[src/rtl/core/hktlc_pkg.sv]
// shared types, constants and the hash fold for the hashed key two-level cache
// no dependencies
package hktlc_pkg;

	localparam int unsigned SLOTS_DEF = 16;

	localparam logic [63:0] HASH_INIT   = 64'hcbf29ce484222325;
	localparam logic [63:0] HASH_GOLDEN = 64'h9e3779b97f4a7c15;

	localparam logic [1:0] STATUS_NEAR_HIT = 2'd0;
	localparam logic [1:0] STATUS_FAR_HIT  = 2'd1;
	localparam logic [1:0] STATUS_MISS     = 2'd2;

	typedef struct packed {
		logic fold;
		logic near_hit;
		logic scan_clr;
		logic rd;
		logic scan_inc;
		logic far_hit;
		logic miss;
		logic commit;
	} cmd_t;

	typedef struct packed {
		logic near_match;
		logic tag_match;
		logic scan_last;
		logic out_busy;
	} sts_t;

	function automatic logic [63:0] fold_word(input logic [63:0] h, input logic [63:0] w);
		logic [63:0] sum;
		sum = w + HASH_GOLDEN + {h[57:0], 6'b0} + {2'b0, h[63:2]};
		return h ^ sum;
	endfunction

endpackage

[src/rtl/core/hktlc_ctrl.sv]
// controller state machine for the hashed key two-level cache
// depends on hktlc_pkg; drives commands into hktlc_dpath
module hktlc_ctrl (
	input  logic               clk,
	input  logic               arst_n,
	input  logic               in_valid,
	input  logic               last_word,
	output logic               in_ready,
	input  hktlc_pkg::sts_t    sts,
	output hktlc_pkg::cmd_t    cmd
);
	import hktlc_pkg::*;

	localparam logic [2:0] ST_IDLE = 3'd0;
	localparam logic [2:0] ST_NEAR = 3'd1;
	localparam logic [2:0] ST_RD   = 3'd2;
	localparam logic [2:0] ST_CMP  = 3'd3;
	localparam logic [2:0] ST_DONE = 3'd4;

	logic [2:0] state_q;
	logic [2:0] state_d;

	always_comb begin
		state_d  = state_q;
		cmd      = '0;
		in_ready = 1'b0;
		unique case (state_q)
			ST_IDLE: begin
				in_ready = 1'b1;
				cmd.fold = in_valid;
				if (in_valid && last_word) begin
					state_d = ST_NEAR;
				end
			end
			ST_NEAR: begin
				if (sts.near_match) begin
					cmd.near_hit = 1'b1;
					state_d      = ST_DONE;
				end else begin
					cmd.scan_clr = 1'b1;
					state_d      = ST_RD;
				end
			end
			ST_RD: begin
				cmd.rd  = 1'b1;
				state_d = ST_CMP;
			end
			ST_CMP: begin
				if (sts.tag_match) begin
					cmd.far_hit = 1'b1;
					state_d     = ST_DONE;
				end else if (sts.scan_last) begin
					cmd.miss = 1'b1;
					state_d  = ST_DONE;
				end else begin
					cmd.scan_inc = 1'b1;
					state_d      = ST_RD;
				end
			end
			ST_DONE: begin
				if (!sts.out_busy) begin
					cmd.commit = 1'b1;
					state_d    = ST_IDLE;
				end
			end
			default: begin
				state_d = ST_IDLE;
			end
		endcase
	end

	always_ff @(posedge clk or negedge arst_n) begin
		if (!arst_n) begin
			state_q <= ST_IDLE;
		end else begin
			state_q <= state_d;
		end
	end

endmodule

[src/rtl/core/hktlc_dpath.sv]
// datapath: running hash, near level, slot tag memory, valid bits, result register
// depends on hktlc_pkg; commanded by hktlc_ctrl
module hktlc_dpath #(
	parameter int unsigned SLOTS = hktlc_pkg::SLOTS_DEF
) (
	input  logic               clk,
	input  logic               arst_n,
	input  logic [63:0]        key_word,
	input  logic               last_word,
	input  hktlc_pkg::cmd_t    cmd,
	output hktlc_pkg::sts_t    sts,
	output logic               out_valid,
	input  logic               out_ready,
	output logic [1:0]         lookup_status,
	output logic [3:0]         slot_index,
	output logic [63:0]        fingerprint_out
);
	import hktlc_pkg::*;

	localparam int unsigned IDX_W = $clog2(SLOTS);
	localparam logic [IDX_W-1:0] IDX_LAST = IDX_W'(SLOTS - 1);

	logic [63:0]      hash_q;
	logic [63:0]      fp_q;
	logic [63:0]      fold_d;
	logic             near_valid_q;
	logic [63:0]      near_tag_q;
	logic [IDX_W-1:0] near_slot_q;
	logic [63:0]      tag_mem [SLOTS];
	logic [SLOTS-1:0] slot_valid_q;
	logic [IDX_W-1:0] fill_q;
	logic [IDX_W-1:0] scan_q;
	logic [63:0]      rd_tag_q;
	logic             rd_vld_q;
	logic [1:0]       res_status_q;
	logic [IDX_W-1:0] res_slot_q;
	logic             out_valid_q;
	logic [1:0]       out_status_q;
	logic [3:0]       out_slot_q;
	logic [63:0]      out_fp_q;

	assign fold_d = fold_word(hash_q, key_word);

	assign sts.near_match = near_valid_q && (near_tag_q == fp_q);
	assign sts.tag_match  = rd_vld_q && (rd_tag_q == fp_q);
	assign sts.scan_last  = (scan_q == IDX_LAST);
	assign sts.out_busy   = out_valid_q && !out_ready;

	// hash and fingerprint
	always_ff @(posedge clk or negedge arst_n) begin
		if (!arst_n) begin
			hash_q <= HASH_INIT;
		end else if (cmd.fold) begin
			hash_q <= last_word ? HASH_INIT : fold_d;
		end
	end

	always_ff @(posedge clk) begin
		if (cmd.fold && last_word) begin
			fp_q <= fold_d;
		end
	end

	// tag memory, one write and one registered read port
	always_ff @(posedge clk) begin
		if (cmd.commit && res_status_q == STATUS_MISS) begin
			tag_mem[res_slot_q] <= fp_q;
		end
		if (cmd.rd) begin
			rd_tag_q <= tag_mem[scan_q];
		end
	end

	always_ff @(posedge clk or negedge arst_n) begin
		if (!arst_n) begin
			slot_valid_q <= '0;
			fill_q       <= '0;
			rd_vld_q     <= 1'b0;
			scan_q       <= '0;
		end else begin
			if (cmd.rd) begin
				rd_vld_q <= slot_valid_q[scan_q];
			end
			if (cmd.scan_clr) begin
				scan_q <= '0;
			end else if (cmd.scan_inc) begin
				scan_q <= scan_q + 1'b1;
			end
			if (cmd.commit && res_status_q == STATUS_MISS) begin
				slot_valid_q[res_slot_q] <= 1'b1;
				fill_q <= (fill_q == IDX_LAST) ? '0 : fill_q + 1'b1;
			end
		end
	end

	// lookup result
	always_ff @(posedge clk) begin
		if (cmd.near_hit) begin
			res_status_q <= STATUS_NEAR_HIT;
			res_slot_q   <= near_slot_q;
		end else if (cmd.far_hit) begin
			res_status_q <= STATUS_FAR_HIT;
			res_slot_q   <= scan_q;
		end else if (cmd.miss) begin
			res_status_q <= STATUS_MISS;
			res_slot_q   <= fill_q;
		end
	end

	// near level
	always_ff @(posedge clk or negedge arst_n) begin
		if (!arst_n) begin
			near_valid_q <= 1'b0;
			near_tag_q   <= '0;
			near_slot_q  <= '0;
		end else if (cmd.commit && res_status_q != STATUS_NEAR_HIT) begin
			near_valid_q <= 1'b1;
			near_tag_q   <= fp_q;
			near_slot_q  <= res_slot_q;
		end
	end

	// output register
	always_ff @(posedge clk or negedge arst_n) begin
		if (!arst_n) begin
			out_valid_q <= 1'b0;
		end else if (cmd.commit) begin
			out_valid_q <= 1'b1;
		end else if (out_ready) begin
			out_valid_q <= 1'b0;
		end
	end

	always_ff @(posedge clk) begin
		if (cmd.commit) begin
			out_status_q <= res_status_q;
			out_slot_q   <= 4'(res_slot_q);
			out_fp_q     <= fp_q;
		end
	end

	assign out_valid       = out_valid_q;
	assign lookup_status   = out_status_q;
	assign slot_index      = out_slot_q;
	assign fingerprint_out = out_fp_q;

`ifndef SYNTHESIS
	a_commit_free: assert property (@(posedge clk) disable iff (!arst_n)
		cmd.commit |-> !(out_valid_q && !out_ready))
		else $error("result committed over an untaken transfer");

	a_commit_shows: assert property (@(posedge clk) disable iff (!arst_n)
		cmd.commit |=> out_valid_q)
		else $error("committed result not presented");

	a_miss_marks: assert property (@(posedge clk) disable iff (!arst_n)
		(cmd.commit && res_status_q == STATUS_MISS) |=> slot_valid_q[$past(res_slot_q)])
		else $error("allocated slot not marked valid");

	a_near_filled: assert property (@(posedge clk) disable iff (!arst_n)
		cmd.commit |=> near_valid_q)
		else $error("near level empty after a lookup");
`endif

endmodule

[src/rtl/core/hashed_key_two_level_cache.sv]
// top level of the hashed key two-level cache
// depends on hktlc_pkg, hktlc_ctrl and hktlc_dpath
//
// key words arrive on the input channel (in_valid/in_ready, key_word, last_word).
// a word without last_word folds into the running hash; words stream at one per
// cycle between lookups. a word with last_word completes the fingerprint
// and starts a lookup; in_ready stays low until the lookup is finished.
// one result per key leaves on the output channel (out_valid/out_ready,
// lookup_status, slot_index, fingerprint_out):
//   near level hit: the near level's tag, checked first, matches the fingerprint
//   far level hit in slot i: slot tags are read in turn through the tag memory's
//     registered read port, and each is compared before the next is read
//   miss: the slot at the round-robin pointer is claimed
// the result sits in an output register, so key words are taken again while it
// waits; a stalled receiver only holds the next lookup before its result is
// written. reset clears all valid bits, the fill pointer and the hash at once.
module hashed_key_two_level_cache #(
	parameter int unsigned SLOTS = hktlc_pkg::SLOTS_DEF
) (
	input  logic        clk,
	input  logic        arst_n,
	input  logic        in_valid,
	output logic        in_ready,
	input  logic [63:0] key_word,
	input  logic        last_word,
	output logic        out_valid,
	input  logic        out_ready,
	output logic [1:0]  lookup_status,
	output logic [3:0]  slot_index,
	output logic [63:0] fingerprint_out
);
	import hktlc_pkg::*;

	cmd_t cmd;
	sts_t sts;

	hktlc_ctrl u_ctrl (
		.clk       (clk),
		.arst_n    (arst_n),
		.in_valid  (in_valid),
		.last_word (last_word),
		.in_ready  (in_ready),
		.sts       (sts),
		.cmd       (cmd)
	);

	hktlc_dpath #(
		.SLOTS (SLOTS)
	) u_dpath (
		.clk             (clk),
		.arst_n          (arst_n),
		.key_word        (key_word),
		.last_word       (last_word),
		.cmd             (cmd),
		.sts             (sts),
		.out_valid       (out_valid),
		.out_ready       (out_ready),
		.lookup_status   (lookup_status),
		.slot_index      (slot_index),
		.fingerprint_out (fingerprint_out)
	);

endmodule

[config.mk]
export PLATFORM = sky130hd
export DESIGN_NAME = hashed_key_two_level_cache
export DESIGN_NICKNAME = d
export VERILOG_FILES = /design/src/rtl/core/hktlc_pkg.sv /design/src/rtl/core/hktlc_ctrl.sv /design/src/rtl/core/hktlc_dpath.sv /design/src/rtl/core/hashed_key_two_level_cache.sv
export SDC_FILE = /design/constraint.sdc
export NUM_CORES = 2
export LEC_CHECK = 0
export ABC_CLOCK_PERIOD_IN_PS = 11680
export BUFFER_PORTS_ARGS = -buffer_cell sky130_fd_sc_hd__buf_2
export CAP_MARGIN = 20
export CELL_PAD_IN_SITES_DETAIL_PLACEMENT = 1
export CELL_PAD_IN_SITES_GLOBAL_PLACEMENT = 1
export CORE_MARGIN = 1.5
export CORE_UTILIZATION = 49
export CTS_CLUSTER_DIAMETER = 60
export CTS_CLUSTER_SIZE = 25
export DETAILED_ROUTE_END_ITERATION = 8
export PLACE_DENSITY = 0.82
export SYNTH_ARGS = -nofsm -noshare
export SYNTH_HDL_FRONTEND = slang
export SYNTH_SLANG_ARGS = --single-unit
export TNS_END_PERCENT = 5
[constraint.sdc]
create_clock -name clk -period 11.68 [get_ports clk]
set_input_delay 2.92 -clock clk [delete_from_list [all_inputs] [get_ports clk]]
set_output_delay 2.92 -clock clk [all_outputs]
set_load 0.005 [all_outputs]
Word-level counts from Yosys, hierarchy flattened
Memory sizes are Yosys's and may differ from the RTL's. A register that Yosys moved wholly into a read port is not among the register bits.
Cells that the tools add are included.
- $add $sub $neg: 5
- equal/unequal tests: 11
- reductions and logical operators: 17
- magnitude comparators: 3
- mux-type cells: 37
- bitwise logic cells: 2
- operators with widths (kind ; number):
    64-bit == test ; 2
    64-bit by 62-bit adder with 64-bit output ; 1
    64-bit adder ; 1
    64-bit adder, second input constant ; 1
    64-bit 2-to-1 mux ; 1
    64-bit bitwise XOR ; 1
    4-bit 2-to-1 mux ; 6
    1-bit 2-to-1 mux ; 20
    3-bit 2-to-1 mux ; 6
    16-bit OR ; 1
    3-bit one-hot mux with 5 select lines ; 1
    4-bit by 5-bit < comparator with 1-bit output, second input constant ; 2
    4-bit by 1-bit adder with 4-bit output, second input constant ; 2
    4-bit == test, second input constant ; 2
    1-bit logical AND ; 8
    2-bit nonzero test ; 4
    3-bit by 2-bit == test with 1-bit output, second input constant ; 2
    1-bit binary-select mux with 4-bit select ; 1
    1-bit demux with 4-bit select ; 1
    4-bit by 1-bit >= comparator with 1-bit output, second input constant ; 1
    3-bit by 1-bit == test with 1-bit output, second input constant ; 1
    3-bit == test, second input constant ; 1
    3-bit logical NOT ; 1
    3-bit nonzero test ; 1
    7 further kinds ; 7
- logic and storage cells: 93
- bits in writable memories: 1024
- memories kept: 1
- output and inout port bits: 72
- bits of input ports: 69
- flip-flop bits (word level): 302
- memories (memory ; depth ; bits a word ; rd ports ; clocked after Yosys merged registers in ; wr ports ; RTL line ; text):
    u_dpath.tag_mem ; 16 ; 64 ; 1 ; 1 ; 1 ; hktlc_dpath.sv:29 ; logic [63:0] tag_mem [SLOTS];

Longest topological paths before layout
- depth in word-level cells: 7
- depth in mapped cells: 17
- mapped depth without buffers: 17

Cells and area by module
Synthesis repeated with hierarchy kept, for this count alone.
- cells, all modules: 3369
- area, all modules: 59722.3 sq um
- modules (own cells, without submodules) (module ; area an instance (sq um) ; cells an instance ; instances ; seq. area each (sq um)):
    hktlc_dpath ; 59488.3 ; 3344 ; 1 ; 40869.2
    hktlc_ctrl ; 234.0 ; 25 ; 1 ; 75.1

Worst setup path after synthesis
No wires, ideal clock.
- path kind: input-to-reg
- start: in out_ready
- end: reg u_dpath.slot_valid_q[0]
- library setup time: 0.092 ns
- required time: 11.588 ns
- cell stages on the path: 6
- arrival: 10.935 ns
- buffers on the path: 0
- slack: 0.653 ns
- path through: nand2b_1 > and3_1 > nor3b_1 > or3b_2 > nor3_1 > or2_2
- RTL lines (item ; RTL line ; text):
    from (decl) ; hashed_key_two_level_cache.sv:27 ; input logic out_ready,
    to (signal assigned) ; hktlc_dpath.sv:76 ; slot_valid_q <= '0;
    to (signal, indexed assignment) ; hktlc_dpath.sv:90 ; slot_valid_q[res_slot_q] <= 1'b1;
    to (decl) ; hktlc_dpath.sv:30 ; logic [SLOTS-1:0] slot_valid_q;

Worst setup path in the final report
- start: in key_word[6]
- end: reg u_dpath.hash_q[61]
- longest elaborated chain between the ends: 5
- ends and longest elaborated chain (item ; RTL line ; text):
    from (decl) ; hashed_key_two_level_cache.sv:24 ; input logic [63:0] key_word,
    64-bit adder (2 in a row) ; hktlc_pkg.sv:34 ; sum = w + HASH_GOLDEN + {h[57:0], 6'b0} + {2'b0, h[63:2]};
    64-bit by 62-bit adder with 64-bit output ; hktlc_pkg.sv:34 ;
    64-bit bitwise XOR ; hktlc_pkg.sv:35 ; return h ^ sum;
    64-bit 2-to-1 mux ; hktlc_dpath.sv:54 ; hash_q <= last_word ? HASH_INIT : fold_d;
    to (signal assigned) ; hktlc_dpath.sv:54 ;
    to (decl) ; hktlc_dpath.sv:23 ; logic [63:0] hash_q;
Every way passes these cells.
A chain may end at the register's enable or synchronous reset.

==> flow_summary_export.csv <==
group,metric,value,unit
status,status,"finished clean",
synth,ys_warn_count,0,
power,p_int,11600,uW
global_routing,antenna_found_initial,3,
setup_path,reg2reg_slack,6190,ps
global_routing,grt.overflow.total,0,
synth,ys_ff_latch,1390,
sta,setup_viol,0,
drt,post-route-drc-count,0,
power,leakagePower,0.0233,uW
clock_tree,htree_levels,3,
finish,nFillCells,10900,
sta,rsz0062_at_grt,"false",
synth,syn_avg_cell_area,18.0,um2
drt,dr_wl_met2,82800,um
setup_path,r2r_cells,16,
clock_tree,path_clk_slew,90,ps
hold_path,worstHoldPathCells,1,
global_routing,grt_pass1_vias,34300,
drt,routed_wl,162000,um
setup_path,cp-end-kind,"flop",
global_routing,grt_max_degree,138,
floorplanning,die_w,351,um
sta,timing.final.crit_share,0.618,
synth,ys.flop_type,"edfxtp_1",
drt,highest_layer,"met4",
finish,syn_to_final_growth,11.8,%
power,pwr-share-clk,0.212,
sta,finClkSkew,44.1,ps
flow_run,cap_violations,0,
floorplanning,start_util,0.495,
sta,max_freq,0.139,GHz
floorplanning,num_io_pins,141,
place,gp_congestion,0.889,
drt,drt-vias-per-instance,6.17,
hold_path,hp-class,"reg -> reg",
synth,async_flop_share,0.117,
clock_tree,worstSkewPairLatency,720,ps
synth,syn-num-nets,3567,
drt,avgRoutedWirePerCell,31.2,um
setup_path,critical_path_class,"in -> reg",
setup_path,worstPathRequired,12270,ps
finish,layout.core_utilization,0.553,
setup_path,r2r-end,"u_dpath.hash_q[61]",
clock_tree,cts_setup_buffers,0,
finish,multiInputGateArea,17200,um2
drt,final_antenna_net_count,0,
power,switchingPower,7480,uW
place,dp_cells,5013,
drt,drt_iter0_markers,3125,
global_routing,grtUsageTotal,0.267,
setup_path,cp_slowest_stage_delay,950,ps
place,io_buffers,140,
synth,syn_inst,3309,
power,p_per_area,287,nW/um2
sta,hold_ws,476,ps
power,vdd_drop_max,0.329,mV
synth,ys_seq_area_frac,0.688,
global_routing,grt_pass1_wl,236000,um
clock_tree,cts_tree,"built",
finish,layout.area.seq,41000,um2
place,dp_slack,3870,ps
setup_path,crit_fanout,4,
setup_path,crit_chain,"buf_2 > inv_1 > fa_1 > inv_1 > ha_1 > ha_1 > o211ai_1 > o21bai_1 > o2111ai_1 > a21oi_1 > o21ai_1 > a211oi_1 > o21ai_1 > a21oi_1 > o21ai_0 > a211o_1 > a221o_1",
setup_path,crit_start,"key_word[6]",
setup_path,critPathCapture,"u_dpath.hash_q[61]",
power,combPwrFrac,0.424,
sta,hold_viol,0,
clock_tree,clock-root-buffer,"clkbuf_16",
finish,stdcell_count,5208,
setup_path,cp.arrival,7810,ps
clock_tree,cts_sinks,1390,
synth,syn_area,59500,um2
power,swShare,0.392,
setup_path,path_depth,17,
place,post-dp-hpwl,98900,um
clock_tree,cts_buffers,102,
floorplanning,die_h,351,um
clock_tree,cts_hold_buf,0,
setup_path,cpMaxStageDelayCell,"a211oi_1",
setup_path,cp-start-kind,"input pin",
drt,wl_met1,62700,um
sta,tightest_slew,1160,ps
floorplanning,dieArea,123000,um2
finish,layout-drive-gt1-share,0.251,
drt,dr_total_vias,32100,
setup_path,critPathTopFamily,"compound AO/OA/AOI/OAI gates",
drt,dr.pass1.iters,7,
finish,fin_nets,3764,
sta,drv_slew,0,
sta,setup_ws,4460,ps
drt,wl_met3,11500,um
clock_tree,clockBufferDepth,3,
setup_path,reg2reg_from,"u_dpath.hash_q[0]",
setup_path,crit_buf_inv,3,
sta,fin_tns_setup,0,ps
finish,diodes,0,
sta,min_period,7220,ps
synth,synth_cell_type_count,71,
floorplanning,core_area,120000,um2
synth,synth_edf_count,1226,
clock_tree,cts_resized,0,
floorplanning,row_count,127,
power,pwr-share-seq,0.364,
sta,slew_headroom,0.227,
## flip-flops by register name, summed over array words and instances, names as in the netlist, 3 cells and up
| name | count |
|---|---|
| u_dpath.tag_mem | 1024 |
| u_dpath.fingerprint_out | 64 |
| u_dpath.fp_q | 64 |
| u_dpath.hash_q | 64 |
| u_dpath.near_tag_q | 64 |
| u_dpath.rd_tag_q | 64 |
| u_dpath.slot_valid_q | 16 |
| u_dpath.fill_q | 4 |
| u_dpath.near_slot_q | 4 |
| u_dpath.res_slot_q | 4 |
| u_dpath.scan_q | 4 |
| u_dpath.slot_index | 4 |
| u_ctrl.state_q | 3 |
## cell usage after synthesis (17+ instances only)
cell	n	area, um2
nand3_1	17	85.1
dfstp_2	28	736
mux4_2	325	7320
and3_1	29	181
nor3_1	17	85.1
inv_1	247	927
or2_2	22	138
nand2_1	98	368
nor4_1	21	131
nor2_1	63	236
fa_1	57	1140
ha_1	132	1650
a21oi_1	98	490
clkbuf_1	108	405
a21o_1	47	353
buf_1	19	71.3
edfxtp_1	1226	36800
xor2_1	102	893
mux2_2	77	867
nand4_1	42	263
dfrtp_1	134	3350
xnor2_1	140	1230
o21ai_0	98	490
## worst register-to-register path, cell delays in order, from the launching register on
cell and delay, ps:
dfstp_2 550, inv_1 90, fa_1 510, inv_1 40, ha_1 270, ha_1 360
o211ai_1 110, o21bai_1 370, o2111ai_1 210, a21oi_1 270, o21ai_1 110, a211oi_1 950
o21ai_1 300, a21oi_1 350, o21ai_0 170, a211o_1 360, a221o_1 340
## layer usage
metal / vias up / track usage
met5: - / 0
li1: 13200 / -
met2: 1570 / 0.457
met3: 277 / 0.0341
met1: 17100 / 0.354
met4: 0 / 0.0899
## layout by cell type (no fill, tap or decap), types with 50 or more instances in the layout
cell	count
edfxtp_1	1226
mux4_2	325
inv_1	247
xnor2_1	140
buf_2	139
ha_1	132
dfrtp_1	130
clkbuf_16	107
xor2_1	102
nand2_1	98
a21oi_1	98
o21ai_0	98
buf_4	83
mux2_2	77
fa_1	57
nor2_1	50
## worst min-delay path by stage
stage / from / endpoint / slack (ps)
3_3_place_gp: u_dpath.slot_valid_q[3] / u_dpath.slot_valid_q[3] / 450
5_1_grt: u_dpath.slot_valid_q[9] / u_dpath.slot_valid_q[9] / 490
6_report: u_dpath.slot_valid_q[9] / u_dpath.slot_valid_q[9] / 480
2_1_floorplan: u_dpath.res_status_q[1] / u_dpath.lookup_status[1] / 430
3_5_place_dp: u_dpath.slot_valid_q[2] / u_dpath.slot_valid_q[2] / 450
4_1_cts: u_dpath.slot_valid_q[9] / u_dpath.slot_valid_q[9] / 470
## metrics by stage
step | instance area (um2) | power (uW)
finish | 66500 | 19100
global route | 66500 | 19900
CTS | 66400 | 19100
detailed placement | 62500 | 15000
global placement | 62500 | 14600
floorplan | 59500 | 12400
## logic make-up after synthesis
| group | count (synthesis) | synth area share |
|---|---|---|
| simple gates | 365 | 0.0315 |
| compound gates | 338 | 0.0351 |
| buf+inv | 380 | 0.0241 |
| fa+ha+maj | 189 | 0.0470 |
| mux | 405 | 0.138 |
| flops | 1390 | 0.688 |
| xor+xnor | 242 | 0.0356 |
## power groups by stage
stage                     sequential (uW)  combinational, uW  clock [uW]
after global routing                 6980               8700        4230
after global placement               6980               7660           0
after CTS                            6930               8060        4090
after detailed placement             7030               7960           0
after floorplan                      6860               5580           0
final                                6940               8080        4040
## cell type report
type	count	share of cell area
Clock inverter	83	0.0186
Multi-Input combinational cell	1539	0.259
Timing Repair Buffer	226	0.0210
Clock buffer	111	0.0407
Tap cell	1612	0.0303
Inverter	247	0.0139
Sequential cell	1390	0.616
(Power assumes the default switching activity.)
